**src/hdl/sat_pkg.sv**
```systemverilog
// Shared constants, codes and types of the section address translator.
`timescale 1ns / 1ps

package sat_pkg;

	localparam int unsigned MAX_SECTIONS = 16;
	localparam int unsigned IDX_W        = (MAX_SECTIONS > 1) ? $clog2(MAX_SECTIONS) : 1;
	localparam int unsigned CNT_W        = 5;
	localparam int unsigned DATA_W       = 32;
	localparam int unsigned QUEUE_DEPTH  = 2;

	localparam logic [1:0] OP_LOAD = 2'd0;
	localparam logic [1:0] OP_V2R  = 2'd1;
	localparam logic [1:0] OP_R2V  = 2'd2;

	typedef enum logic [1:0] {
		CMD_LOAD,
		CMD_V2R,
		CMD_R2V
	} cmd_t;

	typedef enum logic [1:0] {
		ST_IDLE,
		ST_ISSUE,
		ST_EVAL,
		ST_OUT
	} back_state_t;

	typedef struct packed {
		cmd_t              cmd;
		logic [IDX_W-1:0]  idx;
		logic [DATA_W-1:0] a;   // virtual base for loads, address for translates
		logic [DATA_W-1:0] b;   // raw base for loads
	} item_t;

endpackage

```
**src/hdl/sat_in_if.sv**
```systemverilog
// Input channel: valid/ready handshake with load and translate fields.
`timescale 1ns / 1ps

interface sat_in_if;
	logic        valid;
	logic        ready;
	logic [1:0]  opcode;
	logic [3:0]  entry_index;
	logic [31:0] virtual_base;
	logic [31:0] raw_base;
	logic [31:0] address;

	modport source (output valid, output opcode, output entry_index, output virtual_base,
		output raw_base, output address, input ready);
	modport sink (input valid, input opcode, input entry_index, input virtual_base,
		input raw_base, input address, output ready);
endinterface

```
**src/hdl/sat_out_if.sv**
```systemverilog
// Output channel: valid/ready handshake carrying the translated address.
`timescale 1ns / 1ps

interface sat_out_if;
	logic        valid;
	logic        ready;
	logic [31:0] translated;

	modport source (output valid, output translated, input ready);
	modport sink (input valid, input translated, output ready);
endinterface

```
**src/hdl/sat_ram.sv**
```systemverilog
// Generic single-write, single-read RAM with registered read data.
`timescale 1ns / 1ps

module sat_ram #(
	parameter int unsigned WIDTH = 64,
	parameter int unsigned DEPTH = 16,
	parameter int unsigned AW    = (DEPTH > 1) ? $clog2(DEPTH) : 1
) (
	input  logic             clk,
	input  logic             we,
	input  logic [AW-1:0]    waddr,
	input  logic [WIDTH-1:0] wdata,
	input  logic [AW-1:0]    raddr,
	output logic [WIDTH-1:0] rdata
);

	logic [WIDTH-1:0] mem_q [DEPTH];

	always_ff @(posedge clk) begin
		if (we) begin
			mem_q[waddr] <= wdata;
		end
		rdata <= mem_q[raddr];
	end

endmodule

```
**src/hdl/sat_front.sv**
```systemverilog
// Front end: accepts input transactions, drops unused ones, classifies the rest.
`timescale 1ns / 1ps

module sat_front (
	sat_in_if.sink        in_ch,
	output logic          push_valid,
	input  logic          push_ready,
	output sat_pkg::item_t push_item
);
	import sat_pkg::*;

	logic keep;

	always_comb begin
		keep            = 1'b0;
		push_item.cmd   = CMD_LOAD;
		push_item.idx   = IDX_W'(in_ch.entry_index);
		push_item.a     = in_ch.address;
		push_item.b     = in_ch.raw_base;
		unique case (in_ch.opcode)
			OP_LOAD: begin
				keep        = (int'(in_ch.entry_index) < MAX_SECTIONS);
				push_item.a = in_ch.virtual_base;
			end
			OP_V2R: begin
				keep          = 1'b1;
				push_item.cmd = CMD_V2R;
			end
			OP_R2V: begin
				keep          = 1'b1;
				push_item.cmd = CMD_R2V;
			end
			default: keep = 1'b0;
		endcase
	end

	// dropped transactions are still taken, so ready follows the queue only
	assign in_ch.ready = push_ready;
	assign push_valid  = in_ch.valid && keep;

endmodule

```
**src/hdl/sat_queue.sv**
```systemverilog
// Short FIFO between the front end and the back end.
`timescale 1ns / 1ps

module sat_queue (
	input  logic           clk,
	input  logic           arst_n,
	input  logic           push_valid,
	output logic           push_ready,
	input  sat_pkg::item_t push_item,
	output logic           pop_valid,
	input  logic           pop_ready,
	output sat_pkg::item_t pop_item
);
	import sat_pkg::*;

	localparam int unsigned PW = (QUEUE_DEPTH > 1) ? $clog2(QUEUE_DEPTH) : 1;
	localparam int unsigned CW = $clog2(QUEUE_DEPTH + 1);

	item_t         slot_q [QUEUE_DEPTH];
	logic [PW-1:0] wr_ptr_q;
	logic [PW-1:0] rd_ptr_q;
	logic [CW-1:0] count_q;
	logic          push_fire;
	logic          pop_fire;

	assign push_ready = (count_q != CW'(QUEUE_DEPTH));
	assign pop_valid  = (count_q != '0);
	assign pop_item   = slot_q[rd_ptr_q];
	assign push_fire  = push_valid && push_ready;
	assign pop_fire   = pop_valid && pop_ready;

	always_ff @(posedge clk) begin
		if (push_fire) begin
			slot_q[wr_ptr_q] <= push_item;
		end
	end

	always_ff @(posedge clk or negedge arst_n) begin
		if (!arst_n) begin
			wr_ptr_q <= '0;
			rd_ptr_q <= '0;
			count_q  <= '0;
		end else begin
			if (push_fire) begin
				wr_ptr_q <= (wr_ptr_q == PW'(QUEUE_DEPTH - 1)) ? '0 : wr_ptr_q + 1'b1;
			end
			if (pop_fire) begin
				rd_ptr_q <= (rd_ptr_q == PW'(QUEUE_DEPTH - 1)) ? '0 : rd_ptr_q + 1'b1;
			end
			if (push_fire && !pop_fire) begin
				count_q <= count_q + 1'b1;
			end else if (pop_fire && !push_fire) begin
				count_q <= count_q - 1'b1;
			end
		end
	end

	a_count_bound: assert property (@(posedge clk) disable iff (!arst_n)
		count_q <= CW'(QUEUE_DEPTH))
		else $error("queue count above depth");

	a_count_up: assert property (@(posedge clk) disable iff (!arst_n)
		(push_fire && !pop_fire) |=> (count_q == $past(count_q) + 1'b1))
		else $error("queue count did not follow push");

endmodule

```
**src/hdl/sat_back.sv**
```systemverilog
// Back end: section table, sequential range scan and result register.
`timescale 1ns / 1ps

module sat_back (
	input  logic                        clk,
	input  logic                        arst_n,
	input  logic                        cfg_wr_en,
	input  logic [sat_pkg::CNT_W-1:0]   cfg_wr_data,
	input  logic                        pop_valid,
	output logic                        pop_ready,
	input  sat_pkg::item_t              pop_item,
	sat_out_if.source                   out_ch
);
	import sat_pkg::*;

	back_state_t       state_q;
	back_state_t       state_d;
	logic [CNT_W-1:0]  count_q;
	logic [IDX_W-1:0]  idx_q;
	logic [IDX_W-1:0]  last_idx;
	logic [DATA_W-1:0] addr_q;
	cmd_t              dir_q;
	logic              prev_ge_q;
	logic [DATA_W-1:0] prev_from_q;
	logic [DATA_W-1:0] prev_to_q;
	logic [DATA_W-1:0] result_q;
	logic [DATA_W-1:0] result_d;

	logic                ram_we;
	logic [IDX_W-1:0]    ram_raddr;
	logic [2*DATA_W-1:0] ram_rdata;

	logic [DATA_W-1:0] from_k;
	logic [DATA_W-1:0] to_k;
	logic              ge_k;
	logic              first;
	logic              last;
	logic              bypass;
	logic              hit;
	logic [DATA_W-1:0] sel_from;
	logic [DATA_W-1:0] sel_to;
	logic              pop_fire;

	sat_ram #(
		.WIDTH (2 * DATA_W),
		.DEPTH (MAX_SECTIONS)
	) u_table (
		.clk   (clk),
		.we    (ram_we),
		.waddr (pop_item.idx),
		.wdata ({pop_item.a, pop_item.b}),
		.raddr (ram_raddr),
		.rdata (ram_rdata)
	);

	always_comb begin
		if (count_q == '0) begin
			last_idx = '0;
		end else if (int'(count_q) > MAX_SECTIONS) begin
			last_idx = IDX_W'(MAX_SECTIONS - 1);
		end else begin
			last_idx = IDX_W'(count_q - 1'b1);
		end
	end

	// entry layout: virtual base high, raw base low
	assign from_k = (dir_q == CMD_V2R) ? ram_rdata[2*DATA_W-1:DATA_W] : ram_rdata[DATA_W-1:0];
	assign to_k   = (dir_q == CMD_V2R) ? ram_rdata[DATA_W-1:0] : ram_rdata[2*DATA_W-1:DATA_W];
	assign ge_k   = (addr_q >= from_k);
	assign first  = (idx_q == '0);
	assign last   = (idx_q == last_idx);
	assign bypass = first && !ge_k;

	// section k-1 closes when entry k is seen; the last section stays open
	always_comb begin
		hit      = 1'b0;
		sel_from = prev_from_q;
		sel_to   = prev_to_q;
		if (last && ge_k) begin
			hit      = 1'b1;
			sel_from = from_k;
			sel_to   = to_k;
		end else if (!first && prev_ge_q && !ge_k) begin
			hit = 1'b1;
		end
		if (bypass) begin
			result_d = addr_q;
		end else if (hit) begin
			result_d = sel_to + (addr_q - sel_from);
		end else begin
			result_d = result_q;
		end
	end

	assign pop_fire = pop_valid && pop_ready;

	always_comb begin
		state_d      = state_q;
		pop_ready    = 1'b0;
		ram_we       = 1'b0;
		ram_raddr    = idx_q;
		out_ch.valid = 1'b0;
		unique case (state_q)
			ST_IDLE: begin
				pop_ready = 1'b1;
				if (pop_valid) begin
					if (pop_item.cmd == CMD_LOAD) begin
						ram_we = 1'b1;
					end else begin
						state_d = ST_ISSUE;
					end
				end
			end
			ST_ISSUE: begin
				state_d = ST_EVAL;
			end
			ST_EVAL: begin
				if (bypass || last) begin
					state_d = ST_OUT;
				end else begin
					ram_raddr = idx_q + 1'b1;
				end
			end
			ST_OUT: begin
				out_ch.valid = 1'b1;
				if (out_ch.ready) begin
					state_d = ST_IDLE;
				end
			end
			default: state_d = ST_IDLE;
		endcase
	end

	assign out_ch.translated = result_q;

	always_ff @(posedge clk or negedge arst_n) begin
		if (!arst_n) begin
			state_q <= ST_IDLE;
		end else begin
			state_q <= state_d;
		end
	end

	always_ff @(posedge clk or negedge arst_n) begin
		if (!arst_n) begin
			count_q <= CNT_W'(1);
		end else if (cfg_wr_en) begin
			count_q <= cfg_wr_data;
		end
	end

	always_ff @(posedge clk) begin
		if (state_q == ST_IDLE && pop_fire && pop_item.cmd != CMD_LOAD) begin
			idx_q    <= '0;
			addr_q   <= pop_item.a;
			dir_q    <= pop_item.cmd;
			result_q <= '0;
		end else if (state_q == ST_EVAL) begin
			idx_q       <= idx_q + 1'b1;
			prev_ge_q   <= ge_k;
			prev_from_q <= from_k;
			prev_to_q   <= to_k;
			result_q    <= result_d;
		end
	end

	a_idx_bound: assert property (@(posedge clk) disable iff (!arst_n)
		(state_q == ST_EVAL) |-> (idx_q <= last_idx))
		else $error("scan index past last section");

	a_translate_start: assert property (@(posedge clk) disable iff (!arst_n)
		(pop_fire && pop_item.cmd != CMD_LOAD) |=> (state_q == ST_ISSUE))
		else $error("translate transaction did not start a scan");

	a_out_done: assert property (@(posedge clk) disable iff (!arst_n)
		(state_q == ST_OUT && out_ch.ready) |=> (state_q == ST_IDLE))
		else $error("result delivered but back end not idle");

endmodule

```
**src/hdl/section_address_translate_core.sv**
```systemverilog
// Top level of the section address translator: front end, queue and back end.
// A load transaction writes one section table entry and is taken by the back end while
// it is idle. A translate transaction (virtual to raw or raw to virtual) scans the table
// one entry per cycle through the table RAM's single read port: it dequeues, reads entry
// 0, evaluates up to N entries, where N is section_count clamped to 1..16, and then
// presents the result until the output handshake completes; an address below entry 0's
// base finishes after the first entry. A two-entry queue keeps accepting transactions
// while a scan runs or a result waits, until it is full.
`timescale 1ns / 1ps

module section_address_translate_core (
	input  logic                      clk,
	input  logic                      arst_n,
	input  logic                      cfg_wr_en,
	input  logic [sat_pkg::CNT_W-1:0] cfg_wr_data,
	sat_in_if.sink                    in_ch,
	sat_out_if.source                 out_ch
);
	import sat_pkg::*;

	logic  push_valid;
	logic  push_ready;
	item_t push_item;
	logic  pop_valid;
	logic  pop_ready;
	item_t pop_item;

	sat_front u_front (
		.in_ch      (in_ch),
		.push_valid (push_valid),
		.push_ready (push_ready),
		.push_item  (push_item)
	);

	sat_queue u_queue (
		.clk        (clk),
		.arst_n     (arst_n),
		.push_valid (push_valid),
		.push_ready (push_ready),
		.push_item  (push_item),
		.pop_valid  (pop_valid),
		.pop_ready  (pop_ready),
		.pop_item   (pop_item)
	);

	sat_back u_back (
		.clk         (clk),
		.arst_n      (arst_n),
		.cfg_wr_en   (cfg_wr_en),
		.cfg_wr_data (cfg_wr_data),
		.pop_valid   (pop_valid),
		.pop_ready   (pop_ready),
		.pop_item    (pop_item),
		.out_ch      (out_ch)
	);

endmodule
```
**src/flat_wrapper.sv**
```systemverilog
// flat-port wrapper written by rule: the top's interface ports become plain ports
module section_address_translate_core_flat import sat_pkg::*;
  (clk, arst_n, cfg_wr_en, cfg_wr_data, in_ch_valid, in_ch_opcode, in_ch_entry_index, in_ch_virtual_base, in_ch_raw_base, in_ch_address, in_ch_ready, out_ch_valid, out_ch_translated, out_ch_ready);
  sat_in_if in_ch_i ();
  sat_out_if out_ch_i ();
  input  logic clk;
  input  logic arst_n;
  input  logic cfg_wr_en;
  input  logic [sat_pkg::CNT_W-1:0] cfg_wr_data;
  input wire logic [$bits(in_ch_i.valid)-1:0] in_ch_valid;
  input wire logic [$bits(in_ch_i.opcode)-1:0] in_ch_opcode;
  input wire logic [$bits(in_ch_i.entry_index)-1:0] in_ch_entry_index;
  input wire logic [$bits(in_ch_i.virtual_base)-1:0] in_ch_virtual_base;
  input wire logic [$bits(in_ch_i.raw_base)-1:0] in_ch_raw_base;
  input wire logic [$bits(in_ch_i.address)-1:0] in_ch_address;
  output wire logic [$bits(in_ch_i.ready)-1:0] in_ch_ready;
  output wire logic [$bits(out_ch_i.valid)-1:0] out_ch_valid;
  output wire logic [$bits(out_ch_i.translated)-1:0] out_ch_translated;
  input wire logic [$bits(out_ch_i.ready)-1:0] out_ch_ready;
  assign in_ch_i.valid = in_ch_valid;
  assign in_ch_i.opcode = in_ch_opcode;
  assign in_ch_i.entry_index = in_ch_entry_index;
  assign in_ch_i.virtual_base = in_ch_virtual_base;
  assign in_ch_i.raw_base = in_ch_raw_base;
  assign in_ch_i.address = in_ch_address;
  assign in_ch_ready = in_ch_i.ready;
  assign out_ch_valid = out_ch_i.valid;
  assign out_ch_translated = out_ch_i.translated;
  assign out_ch_i.ready = out_ch_ready;
  section_address_translate_core u_core (.clk(clk), .arst_n(arst_n), .cfg_wr_en(cfg_wr_en), .cfg_wr_data(cfg_wr_data), .in_ch(in_ch_i), .out_ch(out_ch_i));
endmodule
```
**config.mk**
```make
export PLATFORM = sky130hd
export DESIGN_NAME = section_address_translate_core_flat
export DESIGN_NICKNAME = d
export VERILOG_FILES = /design/src/hdl/sat_pkg.sv /design/src/hdl/sat_in_if.sv /design/src/hdl/sat_out_if.sv /design/src/hdl/sat_ram.sv /design/src/hdl/sat_front.sv /design/src/hdl/sat_queue.sv /design/src/hdl/sat_back.sv /design/src/hdl/section_address_translate_core.sv /design/src/flat_wrapper.sv
export SDC_FILE = /design/constraint.sdc
export NUM_CORES = 1
export LEC_CHECK = 0
export BUFFER_PORTS_ARGS = -buffer_cell sky130_fd_sc_hd__buf_2
export CORE_ASPECT_RATIO = 1.1
export CORE_MARGIN = 1.5
export CORE_UTILIZATION = 56
export DETAILED_ROUTE_END_ITERATION = 10
export HOLD_SLACK_MARGIN = 0.1
export PLACE_DENSITY_LB_ADDON = 0.25
export SYNTH_ARGS = -nofsm -noshare
export SYNTH_HDL_FRONTEND = slang
export SYNTH_SLANG_ARGS = --single-unit
```
**constraint.sdc**
```tcl
create_clock -name clk -period 6.47 [get_ports clk]
set_input_delay 1.6175 -clock clk [delete_from_list [all_inputs] [get_ports clk]]
set_output_delay 1.6175 -clock clk [all_outputs]
set_load 0.02 [all_outputs]
```
==> out/metrics.yaml <==
vias: 32400
p_sw_mw: 13.4
grt_use_total_pct: 27.9
path_delay_family: "compound AO/OA/AOI/OAI gates"
grt_max_degree: 73
total_power_mw: 35.4
cp_slowest_cell: "fa_1"
synthesis.nets: 3670
cp-startpoint: "u_core.u_back.dir_q[0]"
cp.depth: 24
p_sw_share_pct: 38.0
cts_made_buffers: 136
setup_viol: 0
cp_num_buf_inv: 4
cp.arrival_ns: 7.00
synth-adder-area-share_pct: 2.69
synthMuxAreaShare_pct: 9.69
dieArea_um2: 103000
synthXorXnorAreaFrac_pct: 0.643
path_cells: "nand2b_4 -> buf_4 -> mux2_2 -> ha_1 -> nand2b_1 -> maj3_1 -> o22ai_2 -> a21oi_2 -> o21ai_4 -> buf_12 -> buf_4 -> mux2_2 -> fa_1 -> ha_4 -> a211o_1 -> o311a_1 -> a211o_1 -> a2111oi_2 -> buf_4 -> o31ai_1 -> a31o_2 -> o21ai_0 -> nand4_1 -> a31oi_1"
cts_buffer_depth: 3
synth_compound_area_share_pct: 12.0
synth_largest_area_cell: "edfxtp_1"
path_class: "reg2reg"
syn_to_final_growth_pct: 13.8
ys_types: 87
cts.reportedPaths.clkPinSlew_ns: 0.06
synth-simple-area-share_pct: 2.22
cp_slowest_stage_delay_ns: 0.55
synth_top_family_by_area: "compound AO/OA/AOI/OAI gates"
worstSetupEndpointType: "flip-flop"
power_density_nw_per_um2: 547
grt_pass1_wl_um: 210000
p_comb_share_pct: 43.4
cp_common_cell: "buf_4"
leakagePower_nw: 23.4
drtIter0Drc: 3980
wl_per_cell_um: 28.4
place_hpwl_um: 85100
yosysTopAreaCellShare_pct: 66.8
clkPwrFrac_pct: 22.0
crit_end: "u_core.u_back.out_ch.translated[31]"
drive_above_1_share_pct: 22.6
synth_ff_type: "edfxtp_1"
ys_async_sr_fraction_pct: 0.801
r2r_slack_ns: 0.14
timing.max_slew.rel_slack_pct: 13.4
fmax_mhz: 158
antenna_left: 0
drc: 0
ys_seq_area_share_pct: 70.8
portBuffers: 145
overflow: 0
die-height_um: 337
critPathLaunchType: "flip-flop"
synth_edf_count: 1263
core_area_um2: 101000
h-tree-depth: 4
synth-seq-cells: 1374
n_fill_cell: 6973
fin_nets: 3895
status: "complete, no violations"
gp_congestion: 0.890
yosys_warnings: 0
synthTopCellsByArea: "edfxtp_1 67%, mux2i_1 5.2%, mux2_2 4.5%"
skew_ns: 0.0305
r2r-start: "u_core.u_back.dir_q[0]"
critPathRequiredTime_ns: 7.14
worstReg2RegEnd: "u_core.u_back.out_ch.translated[31]"
via_per_inst: 6.37
internal_power_mw: 22.0
hold_viol: 0
ff2ff_path_depth: 24
maxSlewViolCount: 0
peakVddDrop_v: 0.000618
cts_hold_buffers: 0
period_needed_ns: 6.33
pwr-share-seq_pct: 34.5
fp-row-count: 122
grt_pass1_vias: 31900
die_w_um: 307
avgSynthCellArea_um2: 16.4
fin_util_pct: 64.3
min_from: "u_core.u_back.out_ch.translated[5]"
syn_inst: 3457
io_pins: 146
dr.pass1.iters: 7
antenna_found_initial: 6
post-route-period-util_pct: 97.9
cap_violations: 0
clk_latency_ns: 0.75
root_buffer: "clkbuf_16"
crit_fanout: 9
netlist_area_um2: 56800
start_util_pct: 56.5
tightest_slew_ns: 1.29
wl_um: 145000
clkSinkCount: 1374
hold_class: "reg2reg"
cts_tree: "yes"
[placed cells by master (no fill, tap or decap), drive strengths merged, types with 7 or more instances in the layout]
cell,count
xnor2,24
nor2b,7
buf,285
o21a,71
a31oi,15
o22ai,130
xor2,16
fa,31
nor2,112
dfrtp,10
a21o,20
clkinv,43
o21ai,47
a221o,66
nand4,8
nand2b,11
dfxtp,100
o21bai,259
nor3,11
a41oi,65
nand3,9
a211oi,79
inv,68
a311oi,8
mux2i,296
edfxtp,1263
clkbuf,194
ha,70
nand2,75
mux2,226
a21oi,81
and3,8
[sequential cells by signal (all words and copies together), names as in the netlist]
signal and count:
u_core.u_back.state_q 2, u_core.u_back.prev_to_q 32, u_core.u_queue.wr_ptr_q 1, u_core.u_back.addr_q 32, u_core.u_back.dir_q 2, u_core.u_back.prev_from_q 32, u_core.u_queue.slot_q 140, u_core.u_back.u_table.mem_q 1024
u_core.u_back.out_ch.translated 32, u_core.u_back.idx_q 4, u_core.u_queue.rd_ptr_q 1, u_core.u_queue.count_q 2, u_core.u_back.u_table.rdata 64, u_core.u_back.prev_ge_q 1, u_core.u_back.count_q 5
[area by class of cell]
cell class | instances | area (µm²) | share of cell area (%)
Sequential cell | 1374 | 40200 | 62.2
Multi-Input combinational cell | 1817 | 15900 | 24.6
Clock buffer | 192 | 3960 | 6.12
Timing Repair Buffer | 287 | 2230 | 3.46
Tap cell | 1302 | 1630 | 2.52
Clock inverter | 54 | 483 | 0.747
Inverter | 66 | 248 | 0.383
Antenna cell | 2 | 5.00 | 0.00774
[Yosys cell counts, types with 7 or more instances]
cell         n
o21bai_1   259
ha_1        70
a221o_1     66
a31oi_1     15
dfxtp_1    100
and3_1       8
nand2_1     75
edfxtp_1  1263
a41oi_1     65
inv_1       66
a211oi_1    19
o22ai_1    130
a21oi_1     80
nand3_1      7
xnor2_1     23
clkbuf_1    86
mux2_2     226
dfrtp_1     10
buf_4       14
mux2i_1    296
nor2b_1      7
a211oi_2    60
nand2b_1    10
buf_1       16
o21a_1      70
nor3_1      11
o21ai_0     42
nor2_1     108
nand4_1      8
fa_1        31
buf_2       85
xor2_1      15
a21o_1      20
[metal layers]
layer | vias up | global-route usage [%] | share of wire, % | routed length [µm]
li1 | 14200 | - | - | -
met1 | 16400 | 38.6 | 41 | 59000
met2 | 1556 | 46.0 | 49 | 70300
met3 | 262 | 4.29 | 8.0 | 11500
met4 | 4 | 8.58 | 2.6 | 3830
met5 | - | 0 | 0.017 | 25
[power by group through the flow]
stage          Combinational [mW]  Clock, mW  Sequential [mW]
2_1_floorplan                10.0          0             12.1
3_3_place_gp                 14.7          0             12.4
3_5_place_dp                 14.9          0             12.4
4_1_cts                      15.0       7.87             12.2
5_1_grt                      16.5       8.22             12.3
6_report                     15.4       7.80             12.2
[metrics by stage]
step / std cells / hold slack [ns] / setup TNS, ns / setup slack (ns) / area (µm²)
floorplan: 3457 / 0.460 / 0 / 0.0516 / 56800
global placement: 4833 / 0.469 / 0 / 0.0343 / 60000
detailed placement: 4833 / 0.487 / 0 / 0.0481 / 60000
CTS: 5079 / 0.498 / 0 / 0.00619 / 64400
global route: 5092 / 0.516 / -0.248 / -0.170 / 64700
finish: 5094 / 0.494 / 0 / 0.138 / 64700
[tightest hold or removal path: stages, from the launching register on]
cell,delay [ns]
dfxtp_1,0.30
nor2_1,0.09
a211oi_1,0.05
[worst min-delay path by stage]
stage / cells past startpoint / endpoint
after global placement: 2 / u_core.u_back.out_ch.translated[2]
after global routing: 2 / u_core.u_back.out_ch.translated[27]
after detailed placement: 1 / u_core.u_back.out_ch.translated[26]
after CTS: 2 / u_core.u_back.out_ch.translated[0]
after floorplan: 1 / u_core.u_queue.wr_ptr_q
final: 2 / u_core.u_back.out_ch.translated[5]
[repair_timing]
action,CTS,global route
endpoints found under the hold margin,0,0
setup buffers,0,10
endpoints found under the setup margin,0,15
resized for setup,0,28
[cell families after synthesis]
logic type,Yosys count
DFF,1374
buffers and inverters,267
adders and majority gates,104
xor gates and xnor gates,40
and+or+nand+nor,268
AOI/OAI and AO/OA,882
muxes,522
(Power assumes the default switching activity.)
